File: config.mk
export PLATFORM = sky130hd
export DESIGN_NAME = normalized_sequence_distance
export DESIGN_NICKNAME = d
export VERILOG_FILES = /design/src/hw/rtl/nsd_pkg.sv /design/src/hw/rtl/nsd_front.sv /design/src/hw/rtl/nsd_queue.sv /design/src/hw/rtl/nsd_finish.sv /design/src/hw/rtl/normalized_sequence_distance.sv
export SDC_FILE = /design/constraint.sdc
export NUM_CORES = 2
export LEC_CHECK = 0
export ABC_AREA = 1
export ABC_CLOCK_PERIOD_IN_PS = 13400
export BUFFER_PORTS_ARGS = -buffer_cell sky130_fd_sc_hd__buf_2
export CORE_ASPECT_RATIO = 1.2
export CORE_MARGIN = 10
export CORE_UTILIZATION = 30
export DETAILED_ROUTE_END_ITERATION = 12
export GPL_TIMING_DRIVEN = 0
export PLACE_DENSITY = 0.47
export SYNTH_ARGS = -nofsm -noshare
export SYNTH_HDL_FRONTEND = slang
export SYNTH_SLANG_ARGS = --single-unit
File: constraint.sdc
create_clock -name clock -period 13.4 [get_ports clock]
set_clock_uncertainty 0.2 [all_clocks]
set_input_delay 2.68 -clock clock [delete_from_list [all_inputs] [get_ports clock]]
set_output_delay 2.68 -clock clock [all_outputs]
set_load 0.05 [all_outputs]
File: src/hw/rtl/nsd_pkg.sv
// Package for the normalized sequence distance block: payload structs,
// mode codes and the job record handed from accumulator to finisher.
package nsd_pkg;

   typedef enum logic [1:0] {
      MODE_BRAY   = 2'd0,
      MODE_EUCLID = 2'd1,
      MODE_CITY   = 2'd2,
      MODE_NONE   = 2'd3
   } mode_type;

   typedef enum logic [2:0] {
      REG_MODE    = 3'd0,
      REG_WEIGHT  = 3'd1,
      REG_COORD1  = 3'd2,
      REG_COORD2  = 3'd3,
      REG_COORD3  = 3'd4,
      REG_COORD4  = 3'd5
   } reg_index_type;

   // Longest sequence the sums are sized for; 48-bit sums cannot overflow below it.
   localparam int unsigned MAX_LENGTH = 4096;

   localparam int unsigned ACC_W = 48;
   localparam logic [ACC_W-1:0] ACC_MAX = {ACC_W{1'b1}};

   typedef struct packed {
      logic [2:0] x_level;
      logic [2:0] y_level;
      logic       last_pair;
   } req_type;

   typedef struct packed {
      logic [15:0] distance;
      logic        zero_denominator;
   } rsp_type;

   // One finished sequence waiting for division.
   typedef struct packed {
      logic [ACC_W-1:0] num;
      logic [ACC_W-1:0] den;
      logic             euclid;
      logic             none;
   } job_type;

   typedef enum logic [1:0] {
      FIN_IDLE = 2'd0,
      FIN_DIV  = 2'd1,
      FIN_SQRT = 2'd2,
      FIN_DONE = 2'd3
   } fin_state_type;

endpackage

File: src/hw/rtl/nsd_front.sv
// Front end: maps levels, accumulates numerator and denominator per pair,
// and pushes a job record on the last pair. Depends on nsd_pkg.
module nsd_front (
   input  logic              clock,
   input  logic              reset,
   input  logic              in_valid,
   input  nsd_pkg::req_type  in_data,
   output logic              in_take,
   input  logic [1:0]        mode,
   input  logic              weighted,
   input  logic [63:0]       coords,
   output logic              job_valid,
   output nsd_pkg::job_type  job_data,
   input  logic              job_full
);
   import nsd_pkg::*;

   logic [ACC_W-1:0] num_ff, num_in, den_ff, den_in;
   logic [15:0] xv, yv, diff, span;
   logic [ACC_W-1:0] nterm, dterm;
   logic [ACC_W:0] nsum, dsum;

   function automatic logic [15:0] map_level(input logic [2:0] l, input logic w,
                                              input logic [63:0] c);
      logic [2:0] k;
      k = (l > 3'd4) ? 3'd4 : l;
      if (!w) return {13'd0, k};
      case (k)
         3'd0: return 16'd0;
         3'd1: return c[15:0];
         3'd2: return c[31:16];
         3'd3: return c[47:32];
         default: return c[63:48];
      endcase
   endfunction

   // Accept a pair only when a last pair can be queued.
   assign in_take = in_valid && !job_full;

   // Per-pair terms.
   always_comb begin
      xv = map_level(in_data.x_level, weighted, coords);
      yv = map_level(in_data.y_level, weighted, coords);
      diff = (xv > yv) ? xv - yv : yv - xv;
      span = weighted ? coords[63:48] : 16'd4;
      case (mode)
         MODE_BRAY: begin
            nterm = {32'd0, diff};
            dterm = {31'd0, {1'b0, xv} + {1'b0, yv}};
         end
         MODE_EUCLID: begin
            nterm = {16'd0, 32'(diff) * 32'(diff)};
            dterm = {16'd0, 32'(span) * 32'(span)};
         end
         MODE_CITY: begin
            nterm = {32'd0, diff};
            dterm = {32'd0, span};
         end
         default: begin
            nterm = '0;
            dterm = '0;
         end
      endcase
      nsum = {1'b0, num_ff} + {1'b0, nterm};
      dsum = {1'b0, den_ff} + {1'b0, dterm};
   end

   // Saturating sums, cleared once the last pair is queued.
   always_comb begin
      num_in = num_ff;
      den_in = den_ff;
      if (in_take) begin
         num_in = nsum[ACC_W] ? ACC_MAX : nsum[ACC_W-1:0];
         den_in = dsum[ACC_W] ? ACC_MAX : dsum[ACC_W-1:0];
         if (in_data.last_pair) begin
            num_in = '0;
            den_in = '0;
         end
      end
   end

   always_ff @(posedge clock) begin
      if (reset) begin
         num_ff <= '0;
         den_ff <= '0;
      end else begin
         num_ff <= num_in;
         den_ff <= den_in;
      end
   end

   // Job record for the finisher.
   always_comb begin
      job_valid = in_take && in_data.last_pair;
      job_data.num = nsum[ACC_W] ? ACC_MAX : nsum[ACC_W-1:0];
      job_data.den = dsum[ACC_W] ? ACC_MAX : dsum[ACC_W-1:0];
      job_data.euclid = (mode == MODE_EUCLID);
      job_data.none = (mode == MODE_NONE);
   end
endmodule

File: src/hw/rtl/nsd_queue.sv
// Two-entry queue of job records between front end and finisher.
// Depends on nsd_pkg.
module nsd_queue (
   input  logic              clock,
   input  logic              reset,
   input  logic              push,
   input  nsd_pkg::job_type  push_data,
   output logic              full,
   input  logic              pop,
   output logic              not_empty,
   output nsd_pkg::job_type  head
);
   import nsd_pkg::*;

   job_type    mem_ff [2];
   logic       wp_ff, wp_in, rp_ff, rp_in;
   logic [1:0] cnt_ff, cnt_in;

   assign full = (cnt_ff == 2'd2);
   assign not_empty = (cnt_ff != 2'd0);
   assign head = mem_ff[rp_ff];

   // Pointer and count update.
   always_comb begin
      wp_in = wp_ff ^ push;
      rp_in = rp_ff ^ pop;
      cnt_in = cnt_ff + {1'b0, push} - {1'b0, pop};
   end

   always_ff @(posedge clock) begin
      if (reset) begin
         wp_ff <= 1'b0;
         rp_ff <= 1'b0;
         cnt_ff <= 2'd0;
      end else begin
         wp_ff <= wp_in;
         rp_ff <= rp_in;
         cnt_ff <= cnt_in;
      end
   end

   always_ff @(posedge clock) begin
      if (push) begin
         mem_ff[wp_ff] <= push_data;
      end
   end
endmodule

File: src/hw/rtl/nsd_finish.sv
// Finisher: bit-serial fractional division, optional bit-serial square
// root, saturation, and a result register. Depends on nsd_pkg.
module nsd_finish #(
   parameter int unsigned FRAC_BITS = 16
) (
   input  logic              clock,
   input  logic              reset,
   input  logic              job_ready,
   input  nsd_pkg::job_type  job,
   output logic              job_pop,
   output logic              out_valid,
   output nsd_pkg::rsp_type  out_data,
   input  logic              out_stall
);
   import nsd_pkg::*;

   localparam int unsigned QW = 2 * FRAC_BITS;
   localparam int unsigned CW = $clog2(QW + 1);
   localparam logic [FRAC_BITS-1:0] SATV = {FRAC_BITS{1'b1}};

   fin_state_type state_ff, state_in;
   logic [ACC_W:0]   rem_ff, rem_in;
   logic [ACC_W-1:0] den_ff, den_in;
   logic [QW-1:0]    q_ff, q_in;
   logic [CW-1:0]    cnt_ff, cnt_in;
   logic             euc_ff, euc_in;
   logic [QW-1:0]    sx_ff, sx_in, sr_ff, sr_in, sb_ff, sb_in;
   logic [FRAC_BITS-1:0] res_ff, res_in;
   logic             zero_ff, zero_in;
   logic             ov_ff, ov_in;
   logic [ACC_W:0]   shifted;
   logic [QW-1:0]    strial;
   logic             start, imm;
   logic [FRAC_BITS-1:0] imm_res;
   logic             imm_zero;

   // The job is finished at once when trivial.
   always_comb begin
      imm_zero = job.none || (job.den == '0);
      imm = imm_zero || (job.num >= job.den);
      imm_res = imm_zero ? '0 : SATV;
      start = (state_ff == FIN_IDLE) && job_ready && !(ov_ff && out_stall);
   end

   // Next state.
   always_comb begin
      state_in = state_ff;
      unique case (state_ff)
         FIN_IDLE: if (start && !imm) state_in = FIN_DIV;
         FIN_DIV:  if (cnt_ff == CW'(1)) state_in = euc_ff ? FIN_SQRT : FIN_DONE;
         FIN_SQRT: if (sb_ff == QW'(1)) state_in = FIN_DONE;
         FIN_DONE: if (!(ov_ff && out_stall)) state_in = FIN_IDLE;
         default:  state_in = FIN_IDLE;
      endcase
   end

   // Datapath.
   always_comb begin
      rem_in = rem_ff;
      den_in = den_ff;
      q_in = q_ff;
      cnt_in = cnt_ff;
      euc_in = euc_ff;
      sx_in = sx_ff;
      sr_in = sr_ff;
      sb_in = sb_ff;
      res_in = res_ff;
      zero_in = zero_ff;
      ov_in = ov_ff && out_stall;
      job_pop = start;
      shifted = {rem_ff[ACC_W-1:0], 1'b0};
      strial = sr_ff + sb_ff;
      unique case (state_ff)
         FIN_IDLE: begin
            if (start) begin
               rem_in = {1'b0, job.num};
               den_in = job.den;
               q_in = '0;
               euc_in = job.euclid;
               cnt_in = job.euclid ? CW'(QW) : CW'(FRAC_BITS);
               if (imm) begin
                  res_in = imm_res;
                  zero_in = imm_zero;
                  ov_in = 1'b1;
               end
            end
         end
         FIN_DIV: begin
            if (shifted >= {1'b0, den_ff}) begin
               rem_in = shifted - {1'b0, den_ff};
               q_in = {q_ff[QW-2:0], 1'b1};
            end else begin
               rem_in = shifted;
               q_in = {q_ff[QW-2:0], 1'b0};
            end
            cnt_in = cnt_ff - CW'(1);
            sx_in = euc_ff ? {q_in} : '0;
            sr_in = '0;
            sb_in = {2'b01, {(QW-2){1'b0}}};
         end
         FIN_SQRT: begin
            if (sx_ff >= strial) begin
               sx_in = sx_ff - strial;
               sr_in = (sr_ff >> 1) + sb_ff;
            end else begin
               sr_in = sr_ff >> 1;
            end
            sb_in = sb_ff >> 2;
         end
         FIN_DONE: begin
            if (!(ov_ff && out_stall)) begin
               res_in = euc_ff ? sr_ff[FRAC_BITS-1:0] : q_ff[FRAC_BITS-1:0];
               zero_in = 1'b0;
               ov_in = 1'b1;
            end
         end
         default: ;
      endcase
   end

   always_ff @(posedge clock) begin
      if (reset) begin
         state_ff <= FIN_IDLE;
         ov_ff <= 1'b0;
      end else begin
         state_ff <= state_in;
         ov_ff <= ov_in;
      end
   end

   always_ff @(posedge clock) begin
      rem_ff <= rem_in;
      den_ff <= den_in;
      q_ff <= q_in;
      cnt_ff <= cnt_in;
      euc_ff <= euc_in;
      sx_ff <= sx_in;
      sr_ff <= sr_in;
      sb_ff <= sb_in;
      res_ff <= res_in;
      zero_ff <= zero_in;
   end

   // Output register; results above 16 bits clamp to all ones.
   always_comb begin
      out_valid = ov_ff;
      if (FRAC_BITS > 16) begin
         out_data.distance = (res_ff > FRAC_BITS'(16'hFFFF)) ? 16'hFFFF : 16'(res_ff);
      end else begin
         out_data.distance = 16'(res_ff);
      end
      out_data.zero_denominator = zero_ff;
   end
endmodule

File: src/hw/rtl/normalized_sequence_distance.sv
// Top level of the normalized sequence distance block.
// Depends on nsd_pkg, nsd_front, nsd_queue and nsd_finish.
//
// Usage: each request carries one aligned pair of levels (0 to 4) and a
// last-pair flag. Requests are taken on the req_ channel whenever req_valid
// is high and req_stall is low; the accumulator takes one request per cycle.
// On the last pair a job goes into a two-entry queue and the finisher turns
// it into one rsp_ item: distance in Q0.DIST_FRAC_BITS and a zero-denominator
// flag. The finisher runs a bit-serial divider, one quotient bit a cycle:
// DIST_FRAC_BITS quotient bits for Bray-Curtis and cityblock, 2*DIST_FRAC_BITS
// bits plus DIST_FRAC_BITS root steps for Euclidean; a zero denominator or
// saturating ratio is finished at once. Requests stall only when the queue is
// full of unfinished sequences. A stalled response holds in the output
// register; the finisher waits. Reset clears the sums, queue pointers, finisher
// state and registers. The user must write registers on the csr_ channel only
// while the block is idle; the block itself does not enforce this.
module normalized_sequence_distance #(
   parameter int unsigned DIST_FRAC_BITS = 16
) (
   input  logic              clock,
   input  logic              reset,
   input  logic              req_valid,
   output logic              req_stall,
   input  nsd_pkg::req_type  req_data,
   output logic              rsp_valid,
   input  logic              rsp_stall,
   output nsd_pkg::rsp_type  rsp_data,
   input  logic              csr_valid,
   output logic              csr_ready,
   input  logic [2:0]        csr_index,
   input  logic [15:0]       csr_data
);
   import nsd_pkg::*;

   logic [1:0]  mode_ff;
   logic        weight_ff;
   logic [63:0] coords_ff;
   logic        take, job_valid, job_full, job_pop, job_ne;
   job_type     job_in, job_head;

   // Register file.
   assign csr_ready = 1'b1;
   always_ff @(posedge clock) begin
      if (reset) begin
         mode_ff <= 2'd0;
         weight_ff <= 1'b0;
         coords_ff <= '0;
      end else if (csr_valid) begin
         unique case (csr_index)
            REG_MODE:   mode_ff <= csr_data[1:0];
            REG_WEIGHT: weight_ff <= csr_data[0];
            REG_COORD1: coords_ff[15:0] <= csr_data;
            REG_COORD2: coords_ff[31:16] <= csr_data;
            REG_COORD3: coords_ff[47:32] <= csr_data;
            REG_COORD4: coords_ff[63:48] <= csr_data;
            default: ;
         endcase
      end
   end

   assign req_stall = !take;

   nsd_front u_front (
      .clock, .reset,
      .in_valid(req_valid), .in_data(req_data), .in_take(take),
      .mode(mode_ff), .weighted(weight_ff), .coords(coords_ff),
      .job_valid, .job_data(job_in), .job_full
   );

   nsd_queue u_queue (
      .clock, .reset,
      .push(job_valid), .push_data(job_in), .full(job_full),
      .pop(job_pop), .not_empty(job_ne), .head(job_head)
   );

   nsd_finish #(.FRAC_BITS(DIST_FRAC_BITS)) u_finish (
      .clock, .reset,
      .job_ready(job_ne), .job(job_head), .job_pop,
      .out_valid(rsp_valid), .out_data(rsp_data), .out_stall(rsp_stall)
   );

   // A flagged zero denominator always comes with distance zero.
   assert property (@(posedge clock) disable iff (reset)
      rsp_valid && rsp_data.zero_denominator |-> rsp_data.distance == 16'd0)
      else $error("zero denominator with nonzero distance");
   // A stalled response keeps its value.
   assert property (@(posedge clock) disable iff (reset)
      rsp_valid && rsp_stall |=> rsp_valid && $stable(rsp_data))
      else $error("stalled response changed");
   // Requests are refused only when the job queue is full.
   assert property (@(posedge clock) disable iff (reset)
      req_valid && req_stall |-> job_full)
      else $error("request stalled without a full queue");
endmodule

### Word level (Yosys, flattened, before mapping)

Memory sizes are Yosys's and may differ from the RTL's. A register that Yosys moved wholly into a read port is not among the register bits.
Cells that the tools add are included.

* logic and storage cells: 158
* bits in latches: 0
* output and inout port bits: 20
* RAM bits: 196
* register bits after elaboration: 417
* memories: 1
* input port bits: 31
* ROM bits: 0

* div/mod/pow operators: 0
* reduce and logical (&&, ||, !) cells: 34
* bitwise operators: 2
* muxes and demuxes: 51
* equality and inequality tests: 27
* shift-type cells: 0
* order comparisons: 6
* $add $sub $neg: 12
* multiply operators: 2

Memories
* u_queue.mem_ff: words 2, bits a word 98, read ports 1, clocked after Yosys merged registers in 1, wr ports 1, RTL line nsd_queue.sv:15 `job_type mem_ff [2];`

Operators by type and width (count)
* 48-bit 2-to-1 mux: 6
* 32-bit case mux with 2 select lines: 4
* 16-bit 2-to-1 mux: 9
* 16-bit case mux with 4 select lines: 2
* 48-bit by 32-bit adder with 49-bit output: 2
* 32-bit 2-to-1 mux: 3
* 32-bit case mux with 3 select lines: 1
* 48-bit case mux with 2 select lines: 1
* 16-bit by 16-bit multiplier with 32-bit output: 2
* 31-bit case mux with 2 select lines: 1
* 49-bit by 48-bit greater-or-equal comparator with 1-bit output: 1
* 48-bit greater-or-equal comparator: 1
* 48-bit zero test: 1
* 48-bit subtractor: 1
* 31-bit by 32-bit adder with 32-bit output: 1
* 32-bit adder: 1
* 32-bit by 1-bit == test with 1-bit output, second input constant: 1
* 32-bit greater-or-equal comparator: 1
* 16-bit case mux with 2 select lines: 1
* 16-bit subtractor: 2
* 32-bit subtractor: 1
* 31-bit 2-to-1 mux: 1
* 3-bit by 2-bit == test with 1-bit output, second input constant: 6
* 2-bit AND reduction: 9
* other kinds (29): 75

### Logic depth before layout (Yosys ltp)

* depth after elaboration: 12
* depth in mapped cells: 65
* gate-level depth less buffers: 62

### Modules after synthesis

A second synthesis with hierarchy kept.

* cells, all modules: 7861
* area, all modules: 58561.2 µm²

Modules (own cells, without submodules)
* nsd_front: sequential area each 1921.8 µm², cells each 4329, area an instance 28640.0 µm², instances 1
* nsd_finish: sequential area each 6996.7 µm², cells each 2803, area an instance 19850.3 µm², instances 1
* nsd_queue: sequential area each 5965.7 µm², cells each 332, area an instance 7312.0 µm², instances 1
* normalized_sequence_distance: sequential area each 1341.3 µm², cells each 397, area an instance 2758.9 µm², instances 1

### Worst setup path before layout

Ideal clock, no wire load.

* path type: input to register
* start point: in req_data[3] (netlist bit)
* end point: mem u_queue.mem_ff[0][55] (netlist bit) (data pin)
* library setup time: 0.268 ns
* arrival time: 11.664 ns
* cell stages on the path: 57
* path slack: 1.268 ns
* path buffers: 5
* data required time: 12.932 ns
* path through: clkbuf_1 > nor2_1 > inv_1 > nor2_1 > inv_1 > clkbuf_1 > o22ai_1 > a21oi_1 > a21oi_1 > ha_1 > fa_1 > o21ai_2 > nand2_1 > nand2_1 > nand2_1 > nand2_1 > nand2_4 > inv_4 > [... 21 more ...] > nand2_1 > nand3_1 > a21o_1 > a21oi_1 > nand2_1 > nand2_1 > nor2_1 > ha_1 > nand2_1 > nor2_1 > inv_1 > nor2_1 > inv_1 > nor2_1 > o21ai_1 > nand2_2 > buf_2 > or2_2

RTL lines
* start, declared: RTL line normalized_sequence_distance.sv:24 `input nsd_pkg::req_type req_data,`
* end, declared: RTL line nsd_queue.sv:15

==> impl_results.md <==
* Status: completed
* Drt first-iter violations at 3283
* Metal2 WL at 98400 µm
* Tcrit/Tclk final at 0.964
* Commonest register cell after synthesis: edfxtp_1
* Latest clock arrival within the worst-skew pair at 0.70 ns
* Number of global-route vias before repair at 50330
* Die W at 417 µm
* Register bit total from synthesis at 597
* Initial antenna violation count at 3
* Post-synth top area share at 0.226
* Cts hold-fix bufs at 0
* Cell mode on critical path: inv_1
* WP data arrival at 13.07 ns
* Synth-to-Final Area Change at 12.0%
* Core area at 187000 µm²
* Max Fclk at 77.5 MHz
* WS Path Type: input pin to flip-flop
* Hold Crit Class: flip-flop to flip-flop
* Hold Path Stages at 2
* CTS tree: yes
* Largest net degree at the start of global routing at 53
* Syn Area/Cell at 7.38 µm²
* Gpl congestion at 0.944
* Post-DP HPWL at 164000 µm
* Crit path capture: u_queue.mem_ff[1][83]
* Max Slew Vio Count at 0
* Max Fanout on Critical Path at 10
* Height of the die at 496 µm
* Syn nets at 8510
* RR Startpoint: weight_ff
* Routed WL at 198000 µm
* # fillers at 20180
* Post-synth design cell area at 56600 µm²
* Synth top area cells: edfxtp_1 (23%), nand2_1 (13%), fa_1 (12%), ha_1 (11%), inv_1 (8.7%)
* TritonCTS Buffers at 76
* First-pass GRT wire length at 301000 µm
* CP Capture Type: flip-flop
* Multi-input gate area at 34800 µm²
* Slew headroom at 0.226
* Max-cap violation count at 0
* Warnings, synthesis at 0
* Synthesized netlist cell count at 7670
* Biggest area consumer among synthesized cells: edfxtp_1
* DR top layer: met4
* H-tree Lvls at 3
* Synth cell count leaders: nand2_1 (1909), inv_1 (1319), nor2_1 (781), a21oi_1 (622), ha_1 (477)
* Max stage delay on crit path at 0.61 ns
* Final WS setup at 0.489 ns
* Worst r2r dst: u_queue.mem_ff[1][83]
* Seq. cell area at 16200 µm²
* Root Buffer Master: clkbuf_16
* GRT Util Overall at 0.187
* Critical Path RT at 13.56 ns
* Post-route cell area at 63400 µm²
* Buf/Inv on CP at 18
* Max Buffers Root-to-Sink at 3
* Clk sinks at 597
* Pre-CTS setup slack at -1.41 ns
* Worst slew pin tran at 1.16 ns
* Total grt overflow at 0
* Startpoint Class: input pin
* Fin nets at 8665
* Share of post-route cells with drive strength above 1 at 0.0590
* R2r worst-path depth at 52
* Std-Cell Rows at 174
* Met3 wire length at 6780 µm
* Reg2reg setup slack at 1.83 ns
* Die area at 207000 µm²
* Slowest cell on crit path: fa_1
* ANT nets after route at 0
* Vias per cell at 4.85
* WL per Instance at 19.2 µm
* Met1 wire length at 83800 µm
* Layout Utilization at 0.338
* Reg clk slew, reported paths at 0.05 ns
* DR pass1 iterations at 7
* Asr flop ratio synth at 0
* Count leader, synth: nand2_1
* EDFF count, synth at 427
* CP Depth at 55
* Setup crit start: req_data[3]
* Post-synthesis sequential area ratio at 0.287
* Total I/O pin count at 51
* Drt drc at 0
* Distinct cells, synth at 62
* Post-route minimum period at 12.91 ns
* DP Area at 60300 µm²
* Port Buffer Count at 47
* Endpoints failing setup at 0
* Hold Fails Final Rpt at 0
* Initial Utilization at 0.302
* CP delay by family, top: adder cells
* Vias after detailed routing at 50230
-- layer usage --
| metal | vias to the layer above | GRT usage |
|---|---|---|
| met3 | 346 | 0.0187 |
| met1 | 23793 | 0.224 |
| met4 | 0 | 0.0795 |
| met2 | 1097 | 0.339 |
| met5 | - | 0 |
| li1 | 24994 | - |
-- layout make-up --
cell class                      count  area share
Buffer                            188      0.0145
Timing Repair Buffer               77     0.00991
Multi-Input combinational cell   5533       0.549
Tap cell                         2464      0.0486
Sequential cell                   597       0.256
Clock buffer                       94      0.0322
Antenna cell                        2   0.0000789
Inverter                         1352      0.0807
Clock inverter                     47     0.00874
-- cell usage in the layout (no fill, tap or decap), drive strengths merged, types with 72 or more instances in the layout --
cell type	instances
a21oi	623
inv	1346
dfxtp	170
edfxtp	427
nand4	72
fa	332
nand2	1931
buf	155
ha	477
nand3	284
xor2	113
clkbuf	204
o21ai	460
nor2	789
nor3	80
-- registers in the layout (all words and copies together), names as in the netlist, 6 cells and up --
name / cells
coords_ff: 64
u_finish.cnt_ff: 6
u_finish.den_ff: 48
u_finish.q_ff: 31
u_finish.rem_ff: 48
u_finish.res_ff: 16
u_finish.sb_ff: 16
u_finish.sr_ff: 32
u_finish.sx_ff: 32
u_front.den_ff: 48
u_front.num_ff: 48
u_queue.mem_ff: 196
-- logic make-up after synthesis --
| group | after synthesis | synth area share |
|---|---|---|
| xor gates and xnor gates | 172 | 0.0266 |
| AOI/OAI and AO/OA | 1313 | 0.127 |
| and+or+nand+nor | 3236 | 0.232 |
| adders and majority gates | 809 | 0.223 |
| muxes | 2 | 0.000354 |
| other | 1 | 0.0000662 |
| DFF | 597 | 0.287 |
| buffers and inverters | 1540 | 0.105 |
-- worst min-delay path by stage --
stage,start,to
2_1_floorplan,coords_ff[13],coords_ff[13]
3_3_place_gp,coords_ff[8],coords_ff[8]
3_5_place_dp,coords_ff[35],coords_ff[35]
4_1_cts,coords_ff[35],coords_ff[35]
5_1_grt,u_front.num_ff[8],u_front.num_ff[8]
6_report,u_front.num_ff[15],u_front.num_ff[15]
-- worst register-to-register path, delay by kind of cell (launching register included) --
| kind | cells | cell delay (ns) |
|---|---|---|
| xor gates and xnor gates | 1 | 0.15 |
| adders and majority gates | 9 | 4.20 |
| buffers and inverters | 18 | 2.75 |
| DFF | 1 | 0.30 |
| AOI/OAI and AO/OA | 6 | 1.10 |
| and+or+nand+nor | 18 | 2.56 |
-- metrics by stage --
stage	instances	setup TNS, ns	hold WS (ns)
floorplan	7670	0	0.240
finish	10354	0	0.268
global placement	10181	-183.58	0.253
detailed placement	10194	-171.96	0.260
global route	10353	-0.0375	0.285
CTS	10337	0	0.269
-- timing repair --
item | 4_1_cts | 5_1_grt
pin swaps | 1 | 5
endpoints found under the setup margin | 144 | 144
setup buffers | 2 | 15
gates resized for setup | 34 | 102
Power is not shown: default switching activity piles up to over one toggle a cycle in this logic, so the estimate is an artifact.
